File: config.mk
export PLATFORM = sky130hd
export DESIGN_NAME = cpu_interrupt_controller
export DESIGN_NICKNAME = d
export VERILOG_FILES = /design/src/hw/rtl/cic_pkg.sv /design/src/hw/rtl/cpu_interrupt_controller.sv
export SDC_FILE = /design/constraint.sdc
export NUM_CORES = 1
export LEC_CHECK = 0
export BUFFER_PORTS_ARGS = -buffer_cell sky130_fd_sc_hd__clkbuf_2
export CORE_MARGIN = 2
export CORE_UTILIZATION = 36
export DETAILED_ROUTE_END_ITERATION = 7
export SLEW_MARGIN = 5
export SYNTH_ARGS = -nofsm -noshare
export SYNTH_HDL_FRONTEND = slang
export SYNTH_SLANG_ARGS = --single-unit
File: constraint.sdc
create_clock -name clk -period 1.7 [get_ports clk]
set_clock_uncertainty 0.15 [all_clocks]
set_input_delay 0.34 -clock clk [delete_from_list [all_inputs] [get_ports clk]]
set_output_delay 0.34 -clock clk [all_outputs]
set_load 0.05 [all_outputs]
File: src/hw/rtl/cic_pkg.sv
// Shared types and constants for the CPU interrupt controller.
package cic_pkg;

    localparam int unsigned NUM_SOURCES = 5;
    localparam int unsigned SRC_W       = 3;
    localparam int unsigned ADDR_W      = 16;
    localparam int unsigned DATA_W      = 8;
    localparam int unsigned VECTOR_W    = 7;

    localparam int unsigned JOYPAD_SRC  = 4;

    localparam logic [VECTOR_W-1:0] VECTOR_BASE       = 7'h40;
    localparam logic [ADDR_W-1:0]   FLAG_ADDR_RESET   = 16'hFF0F;
    localparam logic [ADDR_W-1:0]   ENABLE_ADDR_RESET = 16'hFFFF;

    typedef enum logic [1:0] {
        MODE_RUN  = 2'd0,
        MODE_HALT = 2'd1,
        MODE_STOP = 2'd2
    } run_mode_t;

    typedef enum logic [2:0] {
        KIND_BUS_WRITE   = 3'd0,
        KIND_CHECK       = 3'd1,
        KIND_ENABLE_NEXT = 3'd2,
        KIND_DISABLE     = 3'd3,
        KIND_ENABLE_NOW  = 3'd4,
        KIND_HALT        = 3'd5,
        KIND_STOP        = 3'd6
    } event_kind_t;

    typedef enum logic {
        CFG_FLAG_ADDR   = 1'b0,
        CFG_ENABLE_ADDR = 1'b1
    } cfg_index_t;

endpackage

File: src/hw/rtl/cpu_interrupt_controller.sv
// Top level of the five-source CPU interrupt controller.
// A result is valid in the cycle after its input transfer.
// Throughput: one item per cycle; the input stays ready while the result register is
// empty or is being drained in the same cycle.
// Reset: asynchronous, active low; flags, enables, master enable and the delayed enable
// clear, the run state returns to running and both bus addresses take their defaults.
module cpu_interrupt_controller (
    input  logic                              clk,
    input  logic                              rst_n,
    input  logic                              in_valid,
    output logic                              in_ready,
    input  logic [2:0]                        kind,
    input  logic [cic_pkg::ADDR_W-1:0]        address,
    input  logic [cic_pkg::DATA_W-1:0]        value,
    output logic                              out_valid,
    input  logic                              out_ready,
    output logic                              dispatch,
    output logic [cic_pkg::VECTOR_W-1:0]      vector,
    output logic [1:0]                        run_state,
    output logic                              master_enable,
    output logic [cic_pkg::NUM_SOURCES-1:0]   request_flags,
    output logic [cic_pkg::NUM_SOURCES-1:0]   enable_flags,
    input  logic                              cfg_valid,
    output logic                              cfg_ready,
    input  logic                              cfg_index,
    input  logic [cic_pkg::ADDR_W-1:0]        cfg_data
);
    import cic_pkg::*;

    logic [ADDR_W-1:0]      flag_addr_reg;
    logic [ADDR_W-1:0]      enable_addr_reg;
    logic [NUM_SOURCES-1:0] pending_reg, pending_next;
    logic [NUM_SOURCES-1:0] enabled_reg, enabled_next;
    logic                   ime_reg, ime_next;
    logic                   delayed_reg, delayed_next;
    run_mode_t              mode_reg, mode_next;
    logic                   out_valid_reg;
    logic                   dispatch_reg, dispatch_next;
    logic [VECTOR_W-1:0]    vector_reg, vector_next;

    logic                   in_fire;
    logic                   cfg_fire;
    event_kind_t            kind_code;
    logic [NUM_SOURCES-1:0] ready_src;
    logic [SRC_W-1:0]       src_sel;
    logic                   take_irq;

    assign in_ready  = !out_valid_reg || out_ready;
    assign in_fire   = in_valid && in_ready;
    assign cfg_ready = 1'b1;
    assign cfg_fire  = cfg_valid && cfg_ready;
    assign kind_code = event_kind_t'(kind);
    assign ready_src = pending_reg & enabled_reg;

    always_comb
    begin
        src_sel = '0;
        for (int i = NUM_SOURCES - 1; i >= 0; i--)
        begin
            if (ready_src[i])
            begin
                src_sel = SRC_W'(i);
            end
        end
    end

    assign take_irq = (kind_code == KIND_CHECK) && (mode_reg != MODE_STOP) && ime_reg
                      && (ready_src != '0);

    // State update for one event.
    always_comb
    begin
        pending_next = pending_reg;
        enabled_next = enabled_reg;
        ime_next     = ime_reg;
        delayed_next = delayed_reg;
        mode_next    = mode_reg;
        case (kind_code)
            KIND_BUS_WRITE:
            begin
                if (address == flag_addr_reg)
                begin
                    pending_next = value[NUM_SOURCES-1:0];
                end
                else if (address == enable_addr_reg)
                begin
                    enabled_next = value[NUM_SOURCES-1:0];
                end
            end
            KIND_CHECK:
            begin
                if (mode_reg == MODE_STOP)
                begin
                    if (pending_reg[JOYPAD_SRC])
                    begin
                        mode_next = MODE_RUN;
                    end
                end
                else if ((mode_reg == MODE_HALT) && (ready_src != '0))
                begin
                    mode_next = MODE_RUN;
                end
                if (take_irq)
                begin
                    ime_next = 1'b0;
                    pending_next = pending_reg & ~(NUM_SOURCES'(1) << src_sel);
                end
                if (delayed_reg)
                begin
                    ime_next     = 1'b1;
                    delayed_next = 1'b0;
                end
            end
            KIND_ENABLE_NEXT:
            begin
                delayed_next = 1'b1;
            end
            KIND_DISABLE:
            begin
                ime_next     = 1'b0;
                delayed_next = 1'b0;
            end
            KIND_ENABLE_NOW:
            begin
                ime_next = 1'b1;
            end
            KIND_HALT:
            begin
                mode_next = MODE_HALT;
            end
            KIND_STOP:
            begin
                mode_next = MODE_STOP;
            end
            default:
            begin
            end
        endcase
    end

    // Result fields for one event.
    always_comb
    begin
        dispatch_next = take_irq;
        vector_next   = '0;
        if (take_irq)
        begin
            vector_next = VECTOR_BASE + {1'b0, src_sel, 3'b000};
        end
    end

    always_ff @(posedge clk or negedge rst_n)
    begin
        if (!rst_n)
        begin
            flag_addr_reg   <= FLAG_ADDR_RESET;
            enable_addr_reg <= ENABLE_ADDR_RESET;
        end
        else if (cfg_fire)
        begin
            case (cfg_index_t'(cfg_index))
                CFG_FLAG_ADDR:   flag_addr_reg   <= cfg_data;
                CFG_ENABLE_ADDR: enable_addr_reg <= cfg_data;
                default:
                begin
                end
            endcase
        end
    end

    always_ff @(posedge clk or negedge rst_n)
    begin
        if (!rst_n)
        begin
            pending_reg <= '0;
            enabled_reg <= '0;
            ime_reg     <= 1'b0;
            delayed_reg <= 1'b0;
            mode_reg    <= MODE_RUN;
        end
        else if (in_fire)
        begin
            pending_reg <= pending_next;
            enabled_reg <= enabled_next;
            ime_reg     <= ime_next;
            delayed_reg <= delayed_next;
            mode_reg    <= mode_next;
        end
    end

    always_ff @(posedge clk or negedge rst_n)
    begin
        if (!rst_n)
        begin
            out_valid_reg <= 1'b0;
        end
        else if (in_fire)
        begin
            out_valid_reg <= 1'b1;
        end
        else if (out_ready)
        begin
            out_valid_reg <= 1'b0;
        end
    end

    always_ff @(posedge clk)
    begin
        if (in_fire)
        begin
            dispatch_reg <= dispatch_next;
            vector_reg   <= vector_next;
        end
    end

    // State only moves on an input transfer, so it matches the held result.
    assign out_valid     = out_valid_reg;
    assign dispatch      = dispatch_reg;
    assign vector        = vector_reg;
    assign run_state     = mode_reg;
    assign master_enable = ime_reg;
    assign request_flags = pending_reg;
    assign enable_flags  = enabled_reg;

`ifndef ASSERT_OFF
    a_no_dispatch_without_ime: assert property (@(posedge clk) disable iff (!rst_n)
        (in_fire && !ime_reg) |=> !dispatch_reg)
        else $error("dispatch without master enable");

    a_dispatch_clears_flag: assert property (@(posedge clk) disable iff (!rst_n)
        (out_valid_reg && dispatch_reg) |-> !pending_reg[vector_reg[5:3]])
        else $error("dispatched source flag still set");

    a_dispatch_running: assert property (@(posedge clk) disable iff (!rst_n)
        (out_valid_reg && dispatch_reg) |-> (mode_reg == MODE_RUN))
        else $error("dispatch while not running");

    a_vector_zero_idle: assert property (@(posedge clk) disable iff (!rst_n)
        (in_fire && (kind_code != KIND_CHECK)) |=> (!dispatch_reg && (vector_reg == '0)))
        else $error("dispatch on a non-check event");
`endif

endmodule

Word-level counts from Yosys, hierarchy flattened
Cells that the tools add are included.

Equal/unequal tests: 16. Muxes and demuxes: 18. $add $sub $neg: 1. Shift operators: 1. Reductions and logical operators: 22. Bitwise logic cells: 5.

Operators by type and width (number): $eq A16 B16 Y1 (2); $mux W3 (5); $reduce_and A4 Y1 (3); $and A5 B5 Y5 (2); $mux W5 (2); $pmux W5 S2 (1); $eq A3 B3 Y1 const B (3); $add A7 B6 Y7 const A (1); $eq A3 B2 Y1 const B (2); $mux W2 (3); $ne A2 B2 Y1 const B (3); $ne A3 B3 Y1 const B (2); $pmux W2 S3 (1); $reduce_and A2 Y1 (3); $reduce_bool A2 Y1 (3); $reduce_bool A3 Y1 (2); $logic_and A1 B1 Y1 (5); $not A5 Y5 (1); $reduce_bool A5 Y1 (1); $shl A1 B3 Y5 const A (1); $mux W1 (4); $eq A3 B1 Y1 const B (1); $logic_not A3 Y1 (1); $ne A3 B1 Y1 const B (1); other kinds (9) (10).

Bits of input ports: 49. Logic and storage cells: 73. Flip-flop bits (word level): 55. Output and inout port bits: 24.

Longest topological paths before layout
Depth in word-level cells: 11. Depth in mapped cells: 6. Gate-level depth less buffers: 6.

Least setup slack after synthesis
Ideal clock, no wire load.

Path kind: register to register. Start: register out_valid_reg, in the netlist out_valid. End: register enabled_reg[1], in the netlist enable_flags[1]. Clock period less this slack: 2394 ps. Library setup time: 125 ps. Data arrival time: 2119 ps. Cell stages (with the launch flop): 6. Slack: -694 ps. Buffers on the path: 0. Required time: 1425 ps. Cells stage by stage: dfrtp_1 -> nand2b_1 -> nand2_1 -> nor4_4 -> nand4_1 -> mux2_2.

Word-level cells in the longest chain between the ends: 4.

Ends and longest elaborated chain: start: declaration (line cpu_interrupt_controller.sv:37) `logic out_valid_reg;`; start signal: assignment (line cpu_interrupt_controller.sv:195) `out_valid_reg <= 1'b0;`; start signal: assignment (line cpu_interrupt_controller.sv:199) `out_valid_reg <= 1'b1;`; start signal: assignment (line cpu_interrupt_controller.sv:203) `out_valid_reg <= 1'b0;`; $logic_not A1 Y1 (line cpu_interrupt_controller.sv:48) `assign in_ready = !out_valid_reg || out_ready;`; $logic_or A1 B1 Y1 (line cpu_interrupt_controller.sv:48); named net in_ready (line cpu_interrupt_controller.sv:11) `output logic in_ready,`; $logic_and A1 B1 Y1 (line cpu_interrupt_controller.sv:49) `assign in_fire = in_valid && in_ready;`; $reduce_and A4 Y1 (no source line); end signal: assignment (line cpu_interrupt_controller.sv:184) `enabled_reg <= enabled_next;`; end: declaration (line cpu_interrupt_controller.sv:33) `logic [NUM_SOURCES-1:0] enabled_reg, enabled_next;`.

The timed path passes the listed nets, and every way through them passes these cells. A chain may end at the register's enable or synchronous reset.

Worst setup path after layout
Start: register flag_addr_reg[14]. End: register pending_reg[1], in the netlist request_flags[1].

Word-level cells in the longest chain between the ends: 3.

Ends and longest elaborated chain: start: declaration (line cpu_interrupt_controller.sv:30) `logic [ADDR_W-1:0] flag_addr_reg;`; start signal: assignment (line cpu_interrupt_controller.sv:162) `CFG_FLAG_ADDR: flag_addr_reg <= cfg_data;`; $eq A16 B16 Y1 (line cpu_interrupt_controller.sv:81) `if (address == flag_addr_reg)`; $ne A2 B2 Y1 (no source line); $reduce_and A4 Y1 (no source line); end signal: assignment (line cpu_interrupt_controller.sv:183) `pending_reg <= pending_next;`; end: declaration (line cpu_interrupt_controller.sv:32) `logic [NUM_SOURCES-1:0] pending_reg, pending_next;`.

Every way passes these cells.

==> impl_metrics.csv <==
group,metric,value,unit
grt,grt_pass1_wl,10400,um
grt,grt_pass1_vias,2137,
critical_path,critPathLaunchType,"register",
power_and_ir_drop,finalPower,3050,uW
power_and_ir_drop,p_int,2140,uW
timing,period_share,118,%
power_and_ir_drop,p_sw,909,uW
clock_tree,clkTransAtPathRegs,0.10,ns
critical_path,endpoint_kind,"register",
critical_path,cp_max_fo,5,
floorplanning,rows,31,
power_and_ir_drop,switching_share,29.9,%
critical_path,required,1.74,ns
timing,min_period,2.00,ns
critical_path,max_stage_delay,0.56,ns
logic_synthesis,yosysSeqAreaShare,50.8,%
logic_synthesis,synth_top_area_share,27.5,%
timing,tns,-2.77,ns
power_and_ir_drop,comb_power_share,24.6,%
grt,grt_antenna_before_repair,0,
floorplanning,dieArea,8150,sq um
timing,setup_slack,-0.305,ns
final_layout,final_util,53.1,%
grt,grt.total_usage,15.8,%
logic_synthesis,synth.ff_latch_count,52,
final_layout,final_cell_mix,"clkbuf_2 (64), buf_4 (50), mux2_2 (32)",
final_layout,layout_commonest_cell,"clkbuf_2",
routing,ant_nets,0,
logic_synthesis,mappedNetlistArea,2680,sq um
hold_path,holdCritPathClass,"in -> reg",
power_and_ir_drop,powerDensity,796,nW/um^2
floorplanning,start_util,37.1,%
final_layout,fillers,665,
routing,avgViaCountPerCell,4.76,
clock_tree,cts_tree,"yes",
logic_synthesis,synth_cells,219,
critical_path,crit_type,"reg -> reg",
critical_path,worstPathArrival,2.04,ns
floorplanning,die_w,90.3,um
outcome,status,"complete, but fails checks",
critical_path,cp_cell_sequence,"xor2_2, nor4_4, buf_4, and4_4, buf_6, and3_1, a311o_1",
timing,finalHoldViolCount,0,
routing,vias,2104,
logic_synthesis,synth_area_leaders,"dfstp_2 (27%), dfrtp_1 (18%), mux2_2 (16%)",
timing,setup_viol_count_final,13,
routing,drc,0,
critical_path,crit_buf_inv,2,
critical_path,worst_path_max_delay_cell,"dfstp_2",
logic_synthesis,syn_avg_cell_area,12.2,sq um
critical_path,worstReg2RegStart,"flag_addr_reg[14]",
timing,rsz0062_at_grt,"yes",
clock_tree,root_buffer,"clkbuf_8",
timing,max_freq,499,MHz
critical_path,r2r_cells,7,
place,io_buffers,65,
power_and_ir_drop,p_seq_share,51.5,%
hold_path,min-delay-start,"in_valid",
place,gp_congestion,0.892,
final_layout,design_area,3830,sq um
routing,drt-pass1-iter-count,4,
routing,drt_wl_total,6310,um
logic_synthesis,synth.yosys.warnings,0,
floorplanning,io_pins,73,
logic_synthesis,synthDistinctLibCells,40,
timing,drv_slew,0,
clock_tree,cts_max_level,2,
place,placedInstanceArea,3560,sq um
place,hpwl,4840,um
critical_path,critPathTopFamily,"flip-flops",
grt,grt_max_degree,48,
outcome,violations,"negative setup slack",
logic_synthesis,yosysTopAreaCell,"dfstp_2",
clock_tree,cts_buffers,5,
critical_path,worstReg2RegEnd,"request_flags[1]",
floorplanning,die_h,90.3,um
hold_path,whs_path_depth,2,
floorplanning,design.core.area,7210,sq um
routing,wl_per_cell,14.3,um
grt,grt_overflow,0,
power_and_ir_drop,max-vdd-ir-drop,0.444,mV
power_and_ir_drop,leakage,0.00175,uW
final_layout,syn_to_final_growth,42.9,%
flow_run,drv_cap,0,
clock_tree,clock_latency,0.30,ns
timing,holdWs,0.125,ns
final_layout,drive_gt1_share,68.8,%
routing,drt_iter0_markers,80,
clock_tree,clkSinkCount,52,
critical_path,reg2reg_slack,-0.30,ns
final_layout,n_antenna_cell,0,
power_and_ir_drop,clkPwrFrac,23.8,%
clock_tree,ctsLongestPathBuffers,2,
hold_path,whs_endpoint,"out_valid",
final_layout,finalNetCount,391,
==> synthesized netlist by cell type <==
library cell  instances
a211o_1               1
a21oi_1               3
a22oi_2               2
a311o_1               4
a311oi_1              2
a31oi_1               1
a32oi_1               1
and2_1                1
and3_1                6
and3_4                1
and3b_1               1
and4_1                1
buf_1                 1
buf_2                 1
buf_4                 4
clkbuf_1              2
conb_1                2
dfrtp_1              19
dfstp_2              28
edfxtp_1              5
inv_1                 6
mux2_1                3
mux2_2               37
nand2_1              11
nand2b_1              3
nand3_1              11
nand3b_1              1
nand4_1               7
nand4b_1              1
nor2_1                7
nor2b_1               1
nor3_1                2
nor3b_4               1
nor4_1                4
nor4_4                1
o211ai_1              3
o21ai_0               1
or2_1                 1
xnor2_1              16
xor2_1               16
==> power groups by stage <==
stage	logic (uW)	clock network (uW)	registers, uW
6_report	750	726	1570
4_1_cts	747	761	1570
2_1_floorplan	353	0	1650
5_1_grt	811	809	1590
3_5_place_dp	720	0	1580
3_3_place_gp	712	0	1580
==> metrics by stage <==
stage	std cells	worst slack, ns
after floorplan	221	-0.332
final	442	-0.305
after global routing	442	-0.383
after detailed placement	431	-0.430
after CTS	441	-0.265
after global placement	431	-0.424
==> final cells by class <==
type / instances / area [sq um] / share of cell area [%]
Tap cell: 99 / 124 / 3.24
Sequential cell: 52 / 1380 / 36.0
Timing Repair Buffer: 122 / 798 / 20.9
Inverter: 6 / 22.5 / 0.588
Clock inverter: 3 / 22.5 / 0.588
Clock buffer: 5 / 68.8 / 1.80
Multi-Input combinational cell: 155 / 1410 / 36.9
==> how the worst max path moves through the flow <==
stage | start | endpoint | cells past startpoint
final | flag_addr_reg[14] | request_flags[1] | 7
after global routing | flag_addr_reg[11] | request_flags[1] | 7
after CTS | flag_addr_reg[9] | enable_flags[0] | 6
after detailed placement | address[9] | enable_flags[0] | 6
after global placement | address[9] | enable_flags[0] | 6
after floorplan | enable_flags[1] | master_enable | 5
==> cells by family (layout without fill, tap and decap cells) <==
family / Yosys count / count (layout) / share of synthesized area, %
AO/OA/AOI/OAI: 18 / 18 / 5.56
buffers and inverters: 14 / 136 / 2.57
AND/OR/NAND/NOR: 61 / 61 / 13.5
other: 2 / 4 / 0.280
flip-flops: 52 / 52 / 50.8
multiplexers: 40 / 40 / 16.8
XOR/XNOR: 32 / 32 / 10.5
==> what timing repair did <==
action                                  4_1_cts  5_1_grt
endpoints found under the setup margin       13       15
hold buffers                                  1        0
resized for setup                            26        5
setup buffers                                 3        1
pin swaps                                    17        8
hold endpoints to repair                     19        0
==> routing by layer <==
metal / part of all wire [%] / routed length [um] / vias up / GRT usage (%)
met5: 0 / 0 / - / 0
met4: 0.30 / 19 / 0 / 2.31
met3: 5.2 / 331 / 2 / 3.26
met2: 51 / 3230 / 65 / 29.1
met1: 43 / 2730 / 1016 / 19.5
li1: - / - / 1021 / -
(Power assumes the default switching activity.)
